### config.mk
export PLATFORM = sky130hd
export DESIGN_NAME = chm_index_unit
export DESIGN_NICKNAME = d
export VERILOG_FILES = /design/src/rtl/chm_pkg.sv /design/src/rtl/chm_index_unit.sv
export SDC_FILE = /design/constraint.sdc
export NUM_CORES = 1
export LEC_CHECK = 0
export ABC_AREA = 1
export BUFFER_PORTS_ARGS = -buffer_cell sky130_fd_sc_hd__buf_4
export CAP_MARGIN = 20
export CORE_MARGIN = 2
export CORE_UTILIZATION = 45
export DETAILED_ROUTE_END_ITERATION = 12
export PLACE_DENSITY = 0.71
export SETUP_SLACK_MARGIN = 0.05
export SLEW_MARGIN = 15
export SYNTH_ARGS = -nofsm -noshare
export SYNTH_HDL_FRONTEND = slang
export SYNTH_SLANG_ARGS = --single-unit
### constraint.sdc
create_clock -name clk_i -period 2.8 [get_ports clk_i]
set_clock_uncertainty 0.1 [all_clocks]
set_input_delay 0.28 -clock clk_i [delete_from_list [all_inputs] [get_ports clk_i]]
set_output_delay 0.28 -clock clk_i [all_outputs]
set_load 0.01 [all_outputs]
### src/rtl/chm_pkg.sv
package chm_pkg;

  // Fixed field widths of the access and result beats.
  localparam int unsigned ADDR_W     = 32;
  localparam int unsigned CNT_W      = 32;
  localparam int unsigned CYC_W      = 7;
  localparam int unsigned OFF_W      = 4;
  localparam int unsigned IDXB_W     = 4;
  localparam int unsigned CFG_IDX_W  = 2;
  localparam int unsigned CFG_DATA_W = 32;

  // An index_bits value of up to 15 leaves at most 15 raw index bits.
  localparam int unsigned IDX_RAW_W = 15;

  // Configuration register indexes.
  localparam logic [CFG_IDX_W-1:0] REG_CACHE_MODE  = 2'd0;
  localparam logic [CFG_IDX_W-1:0] REG_OFFSET_BITS = 2'd1;
  localparam logic [CFG_IDX_W-1:0] REG_INDEX_BITS  = 2'd2;

  // Cache modes.
  localparam logic MODE_DIRECT  = 1'b0;
  localparam logic MODE_TWO_WAY = 1'b1;

  // Reset values of the configuration registers.
  localparam logic [OFF_W-1:0]  OFFSET_BITS_RST = 4'd4;
  localparam logic [IDXB_W-1:0] INDEX_BITS_RST  = 4'd6;

  // Cycle charges.
  localparam logic [CYC_W-1:0] MISS_PENALTY = 7'd100;
  localparam logic [CYC_W-1:0] ONE_PROBE    = 7'd1;
  localparam logic [CYC_W-1:0] TWO_PROBES   = 7'd2;

endpackage

### src/rtl/chm_index_unit.sv
module chm_index_unit #(
  parameter int unsigned LINES      = 1024,
  parameter int unsigned ADDR_WIDTH = 32,
  localparam int unsigned LINE_AW   = (LINES > 1) ? $clog2(LINES) : 1,
  localparam int unsigned TAG_W     = (ADDR_WIDTH >= 32) ? 32 : ADDR_WIDTH
) (
  input  logic                          clk_i,
  input  logic                          rst_ni,
  input  logic                          start_i,
  input  logic [chm_pkg::ADDR_W-1:0]    address_i,
  input  logic [chm_pkg::OFF_W-1:0]     offset_bits_i,
  input  logic [chm_pkg::IDXB_W-1:0]    index_bits_i,
  output logic                          vld_o,
  output logic [LINE_AW-1:0]            idx_o,
  output logic [TAG_W-1:0]              tag_o
);
  import chm_pkg::*;

  // Reduction modulo LINES by a reciprocal multiply. With a 15-bit raw
  // index and at most 2^16 lines, the 33-bit reciprocal gives the exact
  // quotient, so no correction step is needed.
  localparam logic [ADDR_W-1:0] ADDR_MASK = (ADDR_WIDTH >= 32) ? '1 :
                                            ADDR_W'((64'd1 << ADDR_WIDTH) - 64'd1);
  localparam logic [32:0] RECIP = 33'((64'd1 << 32) / LINES + 64'd1);

  logic [ADDR_W-1:0]    addr_m;
  logic [IDXB_W:0]      shift_amt;
  logic [IDX_RAW_W-1:0] idx_mask;
  logic [IDX_RAW_W-1:0] raw_d;
  logic [TAG_W-1:0]     tag_d;

  logic                 v0_q, v1_q;
  logic [IDX_RAW_W-1:0] raw0_q, raw1_q;
  logic [TAG_W-1:0]     tag0_q, tag1_q;
  logic [15:0]          quot_q;

  logic [47:0]          prod_quot;
  logic [32:0]          prod_back;
  logic [32:0]          rem;

  always_comb begin
    addr_m    = address_i & ADDR_MASK;
    shift_amt = {1'b0, offset_bits_i} + {1'b0, index_bits_i};
    idx_mask  = ~({IDX_RAW_W{1'b1}} << index_bits_i);
    raw_d     = IDX_RAW_W'(addr_m >> offset_bits_i) & idx_mask;
    tag_d     = TAG_W'(addr_m >> shift_amt);
  end

  assign prod_quot = 48'(raw0_q) * 48'(RECIP);

  always_ff @(posedge clk_i or negedge rst_ni) begin
    if (!rst_ni) begin
      v0_q <= 1'b0;
      v1_q <= 1'b0;
    end else begin
      v0_q <= start_i;
      v1_q <= v0_q;
    end
  end

  always_ff @(posedge clk_i) begin
    if (start_i) begin
      raw0_q <= raw_d;
      tag0_q <= tag_d;
    end
    if (v0_q) begin
      raw1_q <= raw0_q;
      tag1_q <= tag0_q;
      quot_q <= prod_quot[47:32];
    end
  end

  assign prod_back = 33'(quot_q) * 33'(LINES);
  assign rem       = 33'(raw1_q) - prod_back;

  assign vld_o = v1_q;
  assign idx_o = rem[LINE_AW-1:0];
  assign tag_o = tag1_q;

endmodule

==> results of run 1 <==
state kept, by name (all words and copies together) (netlist names):
name and flops:
vld_o 1, tag0_q 32, raw0_q 10, raw1_q 10, tag_o 32, v0_q 1
how the worst min path moves through the flow:
stage	endpoint	cells after the start	slack, ns	start
floorplan	v0_q	0	-0.12	rst_ni
finish	v0_q	2	0.16	rst_ni
global route	v0_q	2	0.17	rst_ni
CTS	v0_q	2	0.15	rst_ni
detailed placement	v0_q	1	-0.03	rst_ni
global placement	vld_o	1	-0.04	rst_ni
cell usage in the layout, fill, tap and decap left out, drive strengths merged, types with 2 or more instances in the layout:
cell type,count
edfxtp,84
ha,4
buf,99
nor3,4
clkinv,3
dfrtp,2
clkinvlp,2
nand3,267
nor2,26
inv,19
a21boi,2
o21ai,7
nand2,199
clkbuf,9
a21oi,9
o211ai,2
report_power, final:
group / internal [uW] / switching, uW / leakage, uW
clock network: 692 / 505 / 0.000140
logic: 419 / 748 / 0.00178
registers: 1650 / 53.3 / 0.000840
total: 2760 / 1310 / 0.00276
cells in the mapped netlist:
master	count	area share, %
a21boi_0	2	0.28
a21oi_1	9	0.84
a31oi_2	1	0.23
buf_2	19	1.8
buf_4	10	1.4
buf_6	7	1.5
clkbuf_1	6	0.42
clkinv_1	1	0.070
dfrtp_1	2	0.94
edfxtp_1	84	47
fa_1	1	0.37
ha_1	4	0.94
inv_1	12	0.84
inv_2	5	0.35
nand2_1	197	14
nand2_2	2	0.23
nand3_1	265	25
nand3_2	2	0.37
nand3b_1	1	0.14
nor2_1	26	1.8
nor3_1	1	0.093
nor3_2	3	0.56
o211ai_1	2	0.28
o21ai_0	6	0.56
o21ai_1	1	0.093
o21bai_1	1	0.14
layer usage:
metal | part of all wire [%] | vias up | global-route usage (%)
li1 | - | 2503 | -
met1 | 45 | 2367 | 33.4
met2 | 46 | 194 | 37.4
met3 | 5.9 | 28 | 3.37
met4 | 2.8 | 0 | 9.67
met5 | 0 | - | 0
critical path, stage by stage:
cell,delay [ns]
buf_4,0.12
ha_1,0.21
inv_1,0.07
fa_1,0.43
inv_1,0.23
buf_4,0.27
nand3_1,0.12
nand3_1,0.14
nand3_1,0.11
nand3_1,0.13
nand2_1,0.07
final cells by class:
cell class,count,area [um2]
Fill cell,1101,5200
Sequential cell,86,2570
Multi-Input combinational cell,524,2440
Timing Repair Buffer,100,766
Clock buffer,9,225
Tap cell,143,179
Clock inverter,7,71.3
Inverter,18,67.6
logic make-up after synthesis:
family	after synthesis	share of synthesized area, %
DFF	86	48.1
AOI/OAI and AO/OA	22	2.43
adders and majority gates	5	1.31
and+or+nand+nor	497	41.8
buffers and inverters	60	6.34
metrics by stage:
step | std cells | total power [uW] | cell area (um2)
2_1_floorplan | 670 | 2500 | 5350
3_3_place_gp | 870 | 2860 | 6010
3_5_place_dp | 870 | 2880 | 6010
4_1_cts | 887 | 4080 | 6320
5_1_grt | 887 | 4290 | 6320
6_report | 887 | 4070 | 6320
==> summary.md, run 1 <==
| Metric | Value |
|---|---|
| Status | `finished with violations` |
| Failing checks | `design-rule violations` |
| Post-Synthesis Cells | `670` |
| Routed Antenna Nets | `0` |
| Max-slew violation count | `0` |
| Clk_lat worst skew | `0.35 ns` |
| Vias | `5092` |
| Initial Util | `46.5%` |
| Final global-route overflow total | `0` |
| Syn nets | `718` |
| MaxCap Viol Count | `0` |
| Part of the cycle the worst path needs | `78.3%` |
| Clock Tree Root | `clkbuf_16` |
| Pin count of the biggest net entering global routing | `44` |
| Critical R2R Launch | `v0_q` |
| Syn-to-layout area delta | `18.1%` |
| Fin util | `54.9%` |
| Min-Delay Path Class | `in2async` |
| Vias in the first global route | `4720` |
| Die Y | `113 um` |
| Core area | `11500 um2` |
| Post-CTS setup buffers | `0` |
| CP max FO | `15` |
| Endpoint class of the critical path | `flop` |
| Max Freq | `456 MHz` |
| RR Endpoint | `tag_o[10]` |
| Setup violations, final | `0` |
| RSZ-0062 raised after global routing | `no` |
| Setup CP Type | `in2reg` |
| CTS tree | `yes` |
| I/O Buffers | `85` |
| Syn. warnings | `0` |
| Share of cells above drive strength 1 | `17.1%` |
| Min Hold Slack | `0.156 ns` |
| R2R setup slack | `1.19 ns` |
| Yosys cell types | `26` |
| Detailed Route Iter0 Violations | `520` |
| Post_cts resized | `0` |
| CTS buffer count | `9` |
| All-Layer GR Usage | `23.8%` |
| Sequential fraction of the synthesis area | `48.1%` |
| Die footprint | `12800 um2` |
| CTS max path bufs | `2` |
| Crit path to | `tag0_q[6]` |
| CP Data Required Time | `2.81 ns` |
| WL/cell | `16.7 um` |
| R2r worst-path depth | `1` |
| Final Hold Fails | `0` |
| Top Ports | `86` |
| CP Launch Type | `primary input` |
| Initial antenna violation count | `0` |
| H-tree Lvls | `3` |
| Worst Tran Pin Value | `0.565 ns` |
| Pre-CTS setup slack | `0.284 ns` |
| Setup TNS | `0 ns` |
| Synthesis-stage register bit count | `86` |
| Via density | `5.74` |
| Setup ws final | `0.608 ns` |
| Nets | `787` |
| Diode count | `0` |
| PD cells | `643 nW/um2` |
| Final WL | `14800 um` |
| Clk pin slew, worst setup/hold paths | `0.07 ns` |
| Rel. slew slack | `62.3%` |
| Hold Buf Count CTS | `1` |
| LEAKAGE | `0.00276 uW` |
| Remaining DRCs | `2` |
| Clk sinks | `86` |
| Synthesized cell area | `5350 um2` |
| Avg Inst Size Synth | `7.99 um2` |
| Crit path from | `offset_bits_i[0]` |
| Detailed Place HPWL | `11000 um` |
| Data arrival, critical path | `2.20 ns` |
| Die width | `113 um` |
| Gpl congestion | `0.914` |
| Min cycle time layout | `2.19 ns` |
| VDD IR-drop max | `273 uV` |
| Drt first pass iters | `10` |
| First-pass GRT wire length | `23900 um` |
| Cell Rows | `39` |
Note: power is estimated with default switching activity, not from simulation.
==> run 2: changes to the inputs <==
Clock period 2.8 ns to 2.2 ns, I/O delays scaled along.
==> run 2 against run 1 <==
  * The flow still finishes with violations (design-rule violations)
  * Die area did not move
  * Worst setup slack lost 0.39 ns
  * Sequential share of layout area is 0.99 points lower
  * Critical path depth unchanged
  * Core utilization rose by 1.4 points
  * Sequential power up 27%
  * Routed wire length fell by 2.7%
  * Count of clock-buffer cells in the layout is 1 higher
  * Via count rose by 1.2%
  * Cell count rose by 1.6%
  * Critical endpoint is now tag0_q[1]
  * Largest cell class unchanged
==> summary.md, run 2 (synthesis gave the netlist of run 1 again) <==
| Metric | Value |
|---|---|
| Critical-path cell list | `buf_4, ha_1, inv_1, fa_1, nand2_1, nand2_2, inv_2, nand3_1, nand3_1, nand3_1, nand2_1` |
| Remaining DRCs | `2 (unchanged)` |
| All-Layer GR Usage | `22.9% (-0.89 points)` |
| Slowest Stage Delay on Critical Path | `0.40 ns (-0.03 ns)` |
| Worst path top cell family by delay | `simple AND/OR/NAND/NOR gates` |
| Detailed Place HPWL | `11100 um (+0.90%)` |
| Min-Delay Path Class | `in2async` |
| CP max FO | `30 (+15)` |
| Switching power | `1630 uW (+25%)` |
| Status | `finished with violations` |
| Top Ports | `86 (unchanged)` |
| MaxCap Viol Count | `0 (unchanged)` |
| Die Y | `113 um (unchanged)` |
| Vias in the first global route | `4826 (+2.2%)` |
| Failing checks | `design-rule violations` |
| PD cells | `803 nW/um2 (+25%)` |
| Commonest non-fill, non-tap cell in the layout | `nand3_1` |
| Gpl congestion | `0.929 (+1.6%)` |
| Max-slew violation count | `0 (unchanged)` |
| First-pass GRT wire length | `23500 um (-1.9%)` |
| Final Hold Fails | `0 (unchanged)` |
| Diode count | `0 (unchanged)` |
| Initial Util | `46.5% (unchanged)` |
| Setup violations, final | `0 (unchanged)` |
| CP most frequent cell | `nand3_1` |
| Cell Rows | `39 (unchanged)` |
| Cells after DPL | `884 (+1.6%)` |
| Clk_lat worst skew | `0.33 ns (-0.02 ns)` |
| R2r worst-path depth | `1 (unchanged)` |
| Setup CP Type | `in2reg` |
| Reg power frac | `41.5% (-0.4 points)` |
| Max Freq | `504 MHz` |
| WL met3 | `1050 um (+20%)` |
| Combinational share of power | `29.8% (+1.1 points)` |
| Met2 wire len | `6840 um (-0.52%)` |
| WL/cell | `16.0 um (-4.2%)` |
| H-tree Lvls | `3 (unchanged)` |
| Via density | `5.72 (-0.36%)` |
| LEAKAGE | `0.00284 uW (+3.0%)` |
| Final global-route overflow total | `0 (unchanged)` |
| Min cycle time layout | `1.98 ns` |
| Clock Tree Root | `clkbuf_16` |
| Routed Antenna Nets | `0 (unchanged)` |
| Critical R2R Launch | `v0_q` |
| Wire length on met1 | `6250 um (-5.9%)` |
| RSZ-0062 raised after global routing | `no` |
| CTS max path bufs | `2 (unchanged)` |
| Post-CTS setup buffers | `0 (unchanged)` |
| Clk pin slew, worst setup/hold paths | `0.06 ns (about the same)` |
| Endpoint class of the critical path | `flop` |
| Overall Power | `5200 uW (+28%)` |
| Data arrival, critical path | `2.07 ns (-0.13 ns)` |
| Design area | `6480 um2 (+2.5%)` |
| Pint | `3580 uW (+30%)` |
| Vias | `5154 (+1.2%)` |
| Top layer reached by signal wires | `met4` |
| Stages on the worst setup path | `11 (unchanged)` |
| Clock power frac | `28.7% (-0.7 points)` |
| Pre-CTS setup slack | `-0.122 ns (-0.406 ns)` |
| CTS tree | `yes` |
| Drt first pass iters | `12 (+2)` |
| Detailed Route Iter0 Violations | `505 (-2.9%)` |
| Crit path from | `offset_bits_i[0]` |
| Initial antenna violation count | `0 (unchanged)` |
| CP Data Required Time | `2.29 ns (-0.52 ns)` |
| Sw frac | `31.3% (-0.85 points)` |
| Syn-to-layout area delta | `21.1%` |
| Nets | `801 (+1.8%)` |
| Layout Cells excl Fill | `901 (+1.6%)` |
| Fin util | `56.2% (+1.4 points)` |
| Part of the cycle the worst path needs | `90.1%` |
| Clk sinks | `86 (unchanged)` |
| Buf/Inv on CP | `3 (-1)` |
| DP Area | `6170 um2 (+2.6%)` |
| Core area | `11500 um2 (unchanged)` |
| Rel. slew slack | `62.9% (+0.54 points)` |
| VDD IR-drop max | `343 uV (+26%)` |
| CP max-delay cell | `fa_1` |
| Die width | `113 um (unchanged)` |
| Share of cells above drive strength 1 | `18.6% (+1.5 points)` |
| Most frequent cells in the layout | `265 x nand3_1, 197 x nand2_1, 108 x buf_4, 84 x edfxtp_1, 26 x nor2_1` |
| I/O Buffers | `85 (unchanged)` |
| Pin count of the biggest net entering global routing | `44 (unchanged)` |
| CP Launch Type | `primary input` |
| Die footprint | `12800 um2 (unchanged)` |
| CTS buffer count | `9 (unchanged)` |
| Setup ws final | `0.218 ns (-0.390 ns)` |
| Worst Tran Pin Value | `0.557 ns (-0.00811 ns)` |
| Final WL | `14400 um (-2.7%)` |
[run 2: cell count changes in the layout (fill, tap and decap cells not counted)]
cell	delta
buf_12	+4
buf_4	+10
clkbuf_1	+1
clkinv_1	-1
clkinv_2	-1
clkinvlp_4	+1
[run 2: what timing repair did]
item | in CTS | in global routing
gates resized for setup | 0 | 0
hold buffers | 1 | 0
setup endpoints to repair | 0 | 0
endpoints found under the hold margin | 2 | 0
[run 2: through the flow]
stage          hold WS, ns  setup TNS [ns]
4_1_cts             0.0952               0
3_3_place_gp       -0.0982          -0.773
2_1_floorplan       -0.176               0
3_5_place_dp       -0.0957           -1.63
5_1_grt              0.137               0
6_report             0.116               0
[run 2: metal layers]
metal,GRT usage (%),up-vias
met3,3.64,15
li1,-,2518
met1,31.2,2402
met4,6.26,0
met5,0,-
met2,38.4,219
[run 2: layout make-up]
type	count	area [um2]
Clock inverter	6	70.1
Multi-Input combinational cell	524	2440
Fill cell	1073	5040
Tap cell	143	179
Clock buffer	10	229
Sequential cell	86	2570
Inverter	18	67.6
Timing Repair Buffer	114	921
[run 2: power by group through the flow]
stage / combinational, uW / clock, uW / sequential, uW
floorplan: 933 / 0 / 2240
global placement: 1520 / 0 / 2190
detailed placement: 1540 / 0 / 2200
CTS: 1540 / 1530 / 2170
global route: 1730 / 1580 / 2180
finish: 1550 / 1490 / 2160
[run 2: final timing paths]
kind                       slack (ns)        end
setup / recovery                 0.22  tag0_q[1]
hold / removal                   0.12       v0_q
setup reg to reg                 0.81  tag_o[12]
hold reg to reg                  0.32  tag_o[21]
max in group asynchronous        1.80      vld_o
min in group clk_i               0.19       v0_q
==> run 3: changes to the inputs <==
--- a/config.mk
+++ b/config.mk
@@ -7,5 +7,5 @@
 export LEC_CHECK = 0
 export ABC_AREA = 1
-export BUFFER_PORTS_ARGS = -buffer_cell sky130_fd_sc_hd__buf_4
+export BUFFER_PORTS_ARGS = -buffer_cell sky130_fd_sc_hd__buf_2
 export CAP_MARGIN = 20
 export CORE_MARGIN = 2
==> constraint.sdc (replaced) <==
create_clock -name clk_i -period 2.2 [get_ports clk_i]
set_clock_uncertainty 0.1 [all_clocks]
set_input_delay 0.55 -clock clk_i [delete_from_list [all_inputs] [get_ports clk_i]]
set_output_delay 0.55 -clock clk_i [all_outputs]
set_load 0.01 [all_outputs]
==> run 3 against run 2 <==
  * The run still ends with design-rule violations left
  * Die area is the same
  * Worst setup slack lost 0.20 ns
  * Non-clock buffer count grew 13
  * Critical path type unchanged
  * Largest cell class is now multi-input combinational cells
==> summary.md, run 3 (synthesis gave the netlist of run 1 again) <==
| Metric | Value |
|---|---|
| Status | `finished with violations` |
| Failing checks | `design-rule violations` |
| Drt first pass iters | `10 (-2)` |
| DP Area | `6230 um2 (+1.1%)` |
| R2R setup slack | `0.96 ns (+0.15 ns)` |
| Design area | `7070 um2 (+9.2%)` |
| Core area | `11500 um2 (unchanged)` |
| CTS buffer count | `9 (unchanged)` |
| VDD IR-drop max | `397 uV (+16%)` |
| Top Ports | `86 (unchanged)` |
| I/O Buffers | `85 (unchanged)` |
| Pint | `3780 uW (+5.8%)` |
| Endpoint class of the critical path | `flop` |
| Max Freq | `458 MHz (-9.2%)` |
| Setup CP Type | `in2reg` |
| Clk pin slew, worst setup/hold paths | `0.06 ns (about the same)` |
| Clk sinks | `86 (unchanged)` |
| Gpl congestion | `0.947 (+2.0%)` |
| CP max FO | `6 (-80%)` |
| Final global-route overflow total | `0 (unchanged)` |
| Combinational share of power | `33.3% (+3.5 points)` |
| Diode count | `0 (unchanged)` |
| Die width | `113 um (unchanged)` |
| CTS max path bufs | `2 (unchanged)` |
| Final WL | `15400 um (+7.2%)` |
| Cell Rows | `39 (unchanged)` |
| Clock Tree Root | `clkbuf_16` |
| Clock power frac | `28.1% (-0.6 points)` |
| Vias | `5327 (+3.4%)` |
| WL/cell | `16.9 um (+5.8%)` |
| Via density | `5.83 (+2.0%)` |
| Commonest non-fill, non-tap cell in the layout | `nand2_1` |
| Rel. slew slack | `64.9% (+2.0 points)` |
| Part of the cycle the worst path needs | `99.2% (+9.1 points)` |
| H-tree Lvls | `3 (unchanged)` |
| Initial Util | `46.5% (unchanged)` |
| Sw frac | `32.1% (+0.83 points)` |
| Clk_lat worst skew | `0.33 ns (about the same)` |
| LEAKAGE | `0.00310 uW (+9.0%)` |
| Min Hold Slack | `0.317 ns (+0.201 ns)` |
| Switching power | `1790 uW (+9.9%)` |
| Hold_sp | `tag0_q[28]` |
| Initial antenna violation count | `0 (unchanged)` |
| Reg power frac | `38.6% (-2.9 points)` |
| Data arrival, critical path | `2.16 ns (+0.09 ns)` |
| Share of cells above drive strength 1 | `32.9% (+14 points)` |
| Vias in the first global route | `4881 (+1.1%)` |
| MaxCap Viol Count | `0 (unchanged)` |
| Min-Delay Path Class | `reg2reg` |
| Remaining DRCs | `5 (+3)` |
| Die Y | `113 um (unchanged)` |
| Max-slew violation count | `0 (unchanged)` |
| RSZ-0062 raised after global routing | `yes` |
| Syn-to-layout area delta | `32.2%` |
| Most frequent cells in the layout | `194 x nand2_1, 175 x nand3_1, 87 x nand3_2, 84 x edfxtp_1, 82 x buf_2` |
| Detailed Place HPWL | `11000 um (-0.74%)` |
| CP Launch Type | `primary input` |
| CTS tree | `yes` |
| Routed Antenna Nets | `0 (unchanged)` |
| Final Hold Fails | `0 (unchanged)` |
| CP Data Required Time | `2.17 ns (-0.12 ns)` |
| Setup violations, final | `0 (unchanged)` |
| Min cycle time layout | `2.18 ns (+0.200 ns)` |
| All-Layer GR Usage | `23.3% (+0.38 points)` |
| Die footprint | `12800 um2 (unchanged)` |
| Worst Tran Pin Value | `0.526 ns (-0.0306 ns)` |
| Nets | `814 (+1.6%)` |
| Critical R2R Launch | `v0_q` |
| Detailed Route Iter0 Violations | `516 (+2.2%)` |
| Hold path depth | `0` |
| First-pass GRT wire length | `23800 um (+1.3%)` |
| R2r worst-path depth | `1 (unchanged)` |
| RR Endpoint | `tag_o[12]` |
| Pin count of the biggest net entering global routing | `44 (unchanged)` |
| PD cells | `788 nW/um2 (-1.9%)` |
| WHS Endpoint | `tag_o[28]` |
run 3: power by group through the flow:
stage | clock [uW] | sequential (uW) | combinational (uW)
after global routing | 1650 | 2170 | 2020
final | 1560 | 2150 | 1860
after CTS | 1590 | 2150 | 1640
after detailed placement | 0 | 2190 | 1570
after floorplan | 0 | 2240 | 1010
after global placement | 0 | 2170 | 1550
run 3: cell type report:
type                       count  area [um2]
timing repair buffer         127         947
sequential                    86        2570
clock buffer                   9         225
multi-input combinational    524        2960
tap                          143         179
inverter                      18         100
clock inverter                 6        86.3
fill                         967        4450
run 3: worst max-delay path by stage:
stage                endpoint  slack [ns]        startpoint
finish              tag0_q[1]        0.02   index_bits_i[0]
global route        tag0_q[3]       -0.03   index_bits_i[0]
CTS                 tag0_q[1]        0.01  offset_bits_i[0]
detailed placement  tag0_q[1]       -0.39  offset_bits_i[0]
global placement    tag0_q[1]       -0.37  offset_bits_i[0]
floorplan           tag0_q[2]       -0.04  offset_bits_i[1]
run 3: stage by stage:
stage | power, uW | TNS (ns) | instances | utilization, % | setup WS [ns]
floorplan | 3250 | -0.390 | 670 | - | -0.0393
global placement | 3730 | -8.94 | 895 | 54.1 | -0.372
detailed placement | 3760 | -10.05 | 895 | 54.1 | -0.386
CTS | 5380 | 0 | 912 | 57.9 | 0.0136
global route | 5840 | -0.108 | 913 | 61.4 | -0.0324
finish | 5570 | 0 | 913 | 61.4 | 0.0177
run 3: worst max-delay path: stages:
cell and delay [ns]:
buf_4 0.12, ha_4 0.16, inv_2 0.04, fa_1 0.41, buf_6 0.17, clkinv_8 0.08, clkbuf_16 0.14, nand3_1 0.09
nand3_2 0.08, nand3_2 0.10, nand3_1 0.12, nand2_1 0.09
run 3: timing repair:
| item | in CTS | in global routing |
|---|---|---|
| gates cloned | 1 | 1 |
| hold buffers | 1 | 0 |
| hold endpoints to repair | 2 | 0 |
| gates resized for setup | 20 | 81 |
| buffers inserted | 0 | 0 |
| pin swaps | 2 | 11 |
| setup endpoints to repair | 21 | 28 |
run 3: metal layers:
layer / wire (um) / GRT usage [%] / up-vias / share of wire (%)
met3: 1280 / 4.23 / 48 / 8.3
met1: 6470 / 32.5 / 2456 / 42
li1: - / - / 2555 / -
met2: 7220 / 37.2 / 268 / 47
met5: 0 / 0 / - / 0
met4: 467 / 7.40 / 0 / 3.0
